<file path="config.mk">
export PLATFORM = sky130hd
export DESIGN_NAME = mvc_front
export DESIGN_NICKNAME = d
export VERILOG_FILES = /design/src/sv/mvc_pkg.sv /design/src/sv/mvc_front.sv
export SDC_FILE = /design/constraint.sdc
export NUM_CORES = 1
export LEC_CHECK = 0
export BUFFER_PORTS_ARGS = -buffer_cell sky130_fd_sc_hd__buf_4
export CORE_ASPECT_RATIO = 0.6
export CORE_MARGIN = 5
export CORE_UTILIZATION = 50
export DETAILED_ROUTE_END_ITERATION = 12
export GPL_TIMING_DRIVEN = 0
export PLACE_DENSITY = 0.88
export SETUP_SLACK_MARGIN = 0.5
export SYNTH_ARGS = -nofsm -noshare
export SYNTH_HDL_FRONTEND = slang
export SYNTH_SLANG_ARGS = --single-unit
</file>
<file path="constraint.sdc">
create_clock -name aclk -period 1.7 [get_ports aclk]
set_input_delay 0.17 -clock aclk [delete_from_list [all_inputs] [get_ports aclk]]
set_output_delay 0.17 -clock aclk [all_outputs]
set_load 0.02 [all_outputs]
</file>
<file path="src/sv/mvc_pkg.sv">
package mvc_pkg;

    // default sizes
    localparam int DELAY_DEPTH_DEF  = 4096;
    localparam int VOICES_DEF       = 5;
    localparam int SINE_ENTRIES_DEF = 1024;

    // configuration port
    localparam int CFG_IDX_W  = 3;
    localparam int CFG_DATA_W = 20;

    typedef enum logic [CFG_IDX_W-1:0] {
        REG_BASE_STEP   = 3'd0,
        REG_SWEEP_MAX   = 3'd1,
        REG_WET_LEVEL   = 3'd2,
        REG_VOICE_COUNT = 3'd3,
        REG_EFFECT_EN   = 3'd4
    } cfg_reg_t;

    // register reset values and usable ranges
    localparam logic [19:0] BASE_STEP_RST = 20'd97352;
    localparam logic [19:0] BASE_STEP_LO  = 20'd2921;
    localparam logic [19:0] BASE_STEP_HI  = 20'd778870;
    localparam logic [13:0] SWEEP_RST     = 14'd5120;
    localparam logic [13:0] SWEEP_LO      = 14'd1280;
    localparam logic [13:0] SWEEP_HI      = 14'd12800;
    localparam logic [15:0] WET_RST       = 16'd16384;
    localparam logic [15:0] WET_MAX       = 16'd32768;
    localparam int          COUNT_RST     = 3;

    // 5 ms in q8 samples and samples per ms in q16
    localparam logic [20:0] MIN_DELAY_Q8 = 21'd56471;
    localparam logic [21:0] SPMS_Q16     = 22'd2891294;

    typedef struct packed {
        logic [19:0] base_phase_step;
        logic [13:0] sweep_max_delay;
        logic [15:0] wet_level;
        logic [2:0]  voice_count;
        logic        effect_enable;
    } cfg_t;

    typedef struct packed {
        logic       go;
        logic [2:0] count;
    } spread_t;

    typedef struct packed {
        logic        bypass;
        logic [15:0] sample;
    } item_t;

    typedef enum logic [3:0] {
        ST_CLEAR,
        ST_IDLE,
        ST_SETUP,
        ST_RANGE,
        ST_LFO,
        ST_DEPTH,
        ST_SCALE,
        ST_TAP,
        ST_READ,
        ST_ACCUM,
        ST_DIV,
        ST_FIX,
        ST_MIX,
        ST_ROUND,
        ST_DONE
    } seq_state_t;

    // per-voice lfo rate multiplier, q16
    function automatic logic [16:0] voice_rate(input logic [2:0] v);
        logic [16:0] r;
        case (v)
            3'd0:    r = 17'd65536;
            3'd1:    r = 17'd67830;
            3'd2:    r = 17'd63242;
            3'd3:    r = 17'd68944;
            3'd4:    r = 17'd61735;
            default: r = 17'd65536;
        endcase
        return r;
    endfunction

    // per-voice depth multiplier, q16
    function automatic logic [16:0] depth_mult(input logic [2:0] v);
        logic [16:0] r;
        case (v)
            3'd0:    r = 17'd65536;
            3'd1:    r = 17'd59638;
            3'd2:    r = 17'd71434;
            3'd3:    r = 17'd61604;
            3'd4:    r = 17'd70124;
            default: r = 17'd65536;
        endcase
        return r;
    endfunction

    // per-voice static tap offset, q8 samples
    function automatic logic signed [11:0] offset_q8(input logic [2:0] v);
        logic signed [11:0] r;
        case (v)
            3'd0:    r = 12'sd0;
            3'd1:    r = 12'sd1088;
            3'd2:    r = -12'sd704;
            3'd3:    r = 12'sd1408;
            3'd4:    r = -12'sd1050;
            default: r = 12'sd0;
        endcase
        return r;
    endfunction

    // start phase of voice v among n evenly spread voices: floor(v * 2^32 / n)
    function automatic logic [31:0] spread_phase(input logic [2:0] n, input logic [2:0] v);
        logic [31:0] r;
        r = 32'd0;
        case (n)
            3'd2: if (v == 3'd1) r = 32'd2147483648;
            3'd3: begin
                if (v == 3'd1) r = 32'd1431655765;
                if (v == 3'd2) r = 32'd2863311530;
            end
            3'd4: begin
                if (v == 3'd1) r = 32'd1073741824;
                if (v == 3'd2) r = 32'd2147483648;
                if (v == 3'd3) r = 32'd3221225472;
            end
            3'd5: begin
                if (v == 3'd1) r = 32'd858993459;
                if (v == 3'd2) r = 32'd1717986918;
                if (v == 3'd3) r = 32'd2576980377;
                if (v == 3'd4) r = 32'd3435973836;
            end
            default: r = 32'd0;
        endcase
        if (v >= n) r = 32'd0;
        return r;
    endfunction

    // floor(2^30 / n) for the voice average
    function automatic logic [30:0] recip(input logic [2:0] n);
        logic [30:0] r;
        case (n)
            3'd1:    r = 31'd1073741824;
            3'd2:    r = 31'd536870912;
            3'd3:    r = 31'd357913941;
            3'd4:    r = 31'd268435456;
            3'd5:    r = 31'd214748364;
            default: r = 31'd1073741824;
        endcase
        return r;
    endfunction

endpackage

</file>
<file path="src/sv/mvc_front.sv">
module mvc_front (
    input  logic          aclk,
    input  logic          aresetn,
    input  logic          s_valid,
    output logic          s_ready,
    input  logic [15:0]   s_sample_in,
    input  logic          effect_enable,
    input  logic          hold,
    output logic          q_valid,
    output mvc_pkg::item_t q_item,
    input  logic          q_pop
);
    import mvc_pkg::*;

    item_t      ent_reg [2];
    logic       wr_ptr_reg, wr_ptr_next;
    logic       rd_ptr_reg, rd_ptr_next;
    logic [1:0] cnt_reg, cnt_next;
    logic       push;
    logic       pop;

    // accept while there is room and the delay line is not being cleared
    assign s_ready = (cnt_reg != 2'd2) && !hold;
    assign push    = s_valid && s_ready;
    assign pop     = q_pop && q_valid;
    assign q_valid = (cnt_reg != 2'd0);
    assign q_item  = ent_reg[rd_ptr_reg];

    // queue pointers and fill count
    always_comb begin
        wr_ptr_next = push ? ~wr_ptr_reg : wr_ptr_reg;
        rd_ptr_next = pop ? ~rd_ptr_reg : rd_ptr_reg;
        cnt_next    = cnt_reg + {1'b0, push} - {1'b0, pop};
    end

    always_ff @(posedge aclk) begin
        if (!aresetn) begin
            wr_ptr_reg <= 1'b0;
            rd_ptr_reg <= 1'b0;
            cnt_reg    <= 2'd0;
        end else begin
            wr_ptr_reg <= wr_ptr_next;
            rd_ptr_reg <= rd_ptr_next;
            cnt_reg    <= cnt_next;
        end
    end

    // classify each transaction: pass-through or chorus
    always_ff @(posedge aclk) begin
        if (push) begin
            ent_reg[wr_ptr_reg].bypass <= !effect_enable;
            ent_reg[wr_ptr_reg].sample <= s_sample_in;
        end
    end

endmodule

</file>
==> key figures <==
Yosys
  – Synth Area in Simple Gates: 5.07%
  – Post-synthesis compound-gate area fraction: 1.27%
  – #FFs+latches synth: 39
  – Syn Nets: between 100 and 150
  – Synth Instances: 82
  – Post-Syn Area: roughly 1500 sq um
  – Mux contribution to synthesized area: 12.9%
  – Synth warn: 0
  – Largest family of logic cells by synthesized area: multiplexers
  – Sequential element share of the synthesized area: about three quarters
  – Xor and xnor area share after synthesis: 1.18%
  – Syn avg cell area: roughly 18 sq um
  – Post-Synth Adder-Cell Area: between 1.5 and 2%
  – Yosys cell types: 21

Floorplan
  – Die Wd: approximately 80 um
  – Die area: approximately 4200 sq um
  – Core footprint: 2850 sq um
  – Die Ht: 52.1 um
  – IO Pins: 41
  – # rows: 15
  – Initial Util: 51.9%

Global route
  – GR Overflow Total: 0
  – Largest net degree at the start of global routing: 14
  – Vias in the first global route: 971
  – Aggregate global-route resource usage: 16.1%
  – Global-route wire length before repair: 4.77 mm
  – Initial antenna violation count: 0

Hold path
  – Hold WC Path Type: input pin to flop

Worst setup path
  – CP Launch Point: cnt_reg[1]
  – Worst-path cell chain: nor2b_4, nor2_4, nand2_1, ha_1, inv_2, ha_4, xor2_2, and2_1, nor3_1
  – CP required: between 1.5 and 2 ns
  – Worst reg-to-reg setup slack: ~0.14 ns
  – Critical path class: flop to flop
  – Nature of the critical path endpoint: flop
  – CP startpoint kind: flop
  – Crit path max-delay cell type: dfxtp_2
  – Max FO, Critical Path: 5
  – Worst Reg-to-Reg Cells: 9
  – FF-to-FF End: cnt_reg[1]
  – Peak per-stage delay on the critical path: 0.34 ns
  – Critical register-to-register path startpoint: cnt_reg[1]
  – Critical path endpoint: cnt_reg[1]
  – Worst Path Arrival: between 1.5 and 2 ns

Placement
  – Port buffer count: 40
  – Inst Count DP: 164
  – Area after DPL: 1850 sq um
  – Pre-CTS setup slack: 0.101 ns
  – RD Place Congestion: 0.671
  – Post-DP HPWL: 1.88 mm

Layout
  – Area added between synthesis and finish: 52.9%
  – Design area: 2260 sq um
  – ANT cells: 0
  – Fill cell count: 163
  – Core Util, Final: 79.3%
  – Post-route insts no fill: 183
  – Share of layout cells above drive strength 1: 63.8%
  – Max reg flops: 34
  – Nets@finish: 164

Outcome
  – Status: finished clean

Detailed routing
  – Drc violations: 0
  – DR iter-0 viols: 47
  – WL/cell: 17.7 um
  – Routed Wire Length: 3.24 mm
  – Vias after detailed routing: 910
  – Pre-antenna DRT Iters: 4
  – ANT nets after route: 0
  – Vias/cell: 4.97

Timing
  – Slew HR: between 80% and 90%
  – Worst Tran Pin Value: 0.219 ns
  – Final hold vios: 0
  – Min cycle time layout: 1.56 ns
  – Slew Viols, Final: 0
  – Clock skew: 0.00776 ns
  – Peak Freq: 643 MHz
  – Final setup viols: 0
  – Post-route setup slack: 0.144 ns
  – RSZ-0062 raised after global routing: true
  – Worst hold slack: approximately 0.072 ns
  – Fin Setup TNS: 0 ns
  – Final period util: 91.5%

Clock tree
  – TritonCTS Buffers: 5
  – Clock buffer depth: 2
  – Clk sinks: 39
  – H-tree levels: 2
  – Worst skew pair latency: about 0.28 ns
  – Root buf cell: clkbuf_8
  – CTS clk-pin slew, worst paths: approximately 0.07 ns
  – CTS tree: done

Power
  – Tot Pwr: 3.17 mW
  – PD cells: about 1400 nW/um^2
  – Leak: 0.903 nW
  – Peak VDD IR: 0.000956 V

Run
  – Max Cap Viol: 0
## placed cells by master, fill, tap and decap left out, types with 2 or more instances in the layout
| cell | count |
|---|---|
| dfxtp_1 | 2 |
| clkbuf_8 | 5 |
| edfxtp_1 | 34 |
| dfxtp_2 | 2 |
| buf_4 | 24 |
| inv_1 | 2 |
| nor2_1 | 3 |
| buf_8 | 2 |
| buf_6 | 22 |
| mux2_4 | 17 |
| and3_4 | 2 |
| clkbuf_1 | 3 |
## cell type report
type | instances | area [sq um] | area share [%]
Buffer | 2 | 26.3 | 1.16
Clock buffer | 8 | 80.1 | 3.54
Inverter | 4 | 18.8 | 0.829
Multi-Input combinational cell | 39 | 454 | 20.1
Sequential cell | 39 | 1130 | 49.8
Tap cell | 42 | 52.6 | 2.32
Timing Repair Buffer | 49 | 504 | 22.3
## critical path, delay by kind of cell (launching register included)
kind | cells | cell delay (ns)
and+or+nand+nor | 5 | 0.52
adders and majority gates | 2 | 0.43
buffers and inverters | 1 | 0.04
DFF | 1 | 0.34
xor gates and xnor gates | 1 | 0.14
## Yosys cell counts (all sizes together)
library cell   n  area share [%]
o21a           1            0.59
ha             2             1.7
nand2          1            0.25
dfxtp          5             6.8
or3            1            0.42
and2           2            0.85
nor2           4             1.0
mux2          17              13
nand2b         1            0.42
or2            1            0.42
xnor2          1            0.59
o21ai          1            0.34
nor3           1            0.34
inv            4             1.0
nor2b          1            0.93
and3           1            0.42
a21oi          1            0.34
buf            2             1.1
xor2           1            0.59
edfxtp        34              69
## power breakdown
part | switching (mW) | internal [mW] | total, mW | leakage (nW)
Sequential | 0.0524 | 1.16 | 1.22 | 0.354
Combinational | 0.580 | 0.788 | 1.37 | 0.510
Clock | 0.295 | 0.292 | 0.587 | 0.0395
## layer usage
metal  track usage (%)  part of all wire [%]  up-vias  wire [um]
li1                  -                     -      422          -
met1              20.3                    45      445       1470
met2              26.5                    47       39       1520
met3              5.54                   6.3        4        205
met4              5.06                   1.2        0         40
met5                 0                     0        -          0
## worst min path at each step
stage / start / endpoint / slack [ns] / cells after the start
floorplan: s_sample_in[0] / ent_reg[0][0] / 0.27 / 0
global placement: s_sample_in[8] / ent_reg[0][8] / 0.36 / 1
detailed placement: s_sample_in[3] / ent_reg[0][3] / 0.36 / 1
CTS: s_sample_in[9] / ent_reg[1][9] / 0.07 / 1
global route: s_sample_in[12] / ent_reg[0][12] / 0.06 / 1
finish: s_sample_in[6] / ent_reg[0][6] / 0.07 / 1
## cell families (layout without fill, tap and decap cells)
| logic type | count (synthesis) | count (layout) |
|---|---|---|
| DFF | 39 | 39 |
| and+or+nand+nor | 13 | 15 |
| xor gates and xnor gates | 2 | 2 |
| muxes | 17 | 17 |
| AOI/OAI and AO/OA | 3 | 3 |
| buffers and inverters | 6 | 63 |
| adders and majority gates | 2 | 2 |
## repair_timing
| action | CTS | global route |
|---|---|---|
| resized for setup | 48 | 8 |
| setup buffers | 7 | 0 |
| endpoints found under the setup margin | 54 | 56 |
| hold buffers | 0 | 0 |
| cloned | 2 | 2 |
| pin swaps | 2 | 4 |
Power figures use the tool's default switching activity.
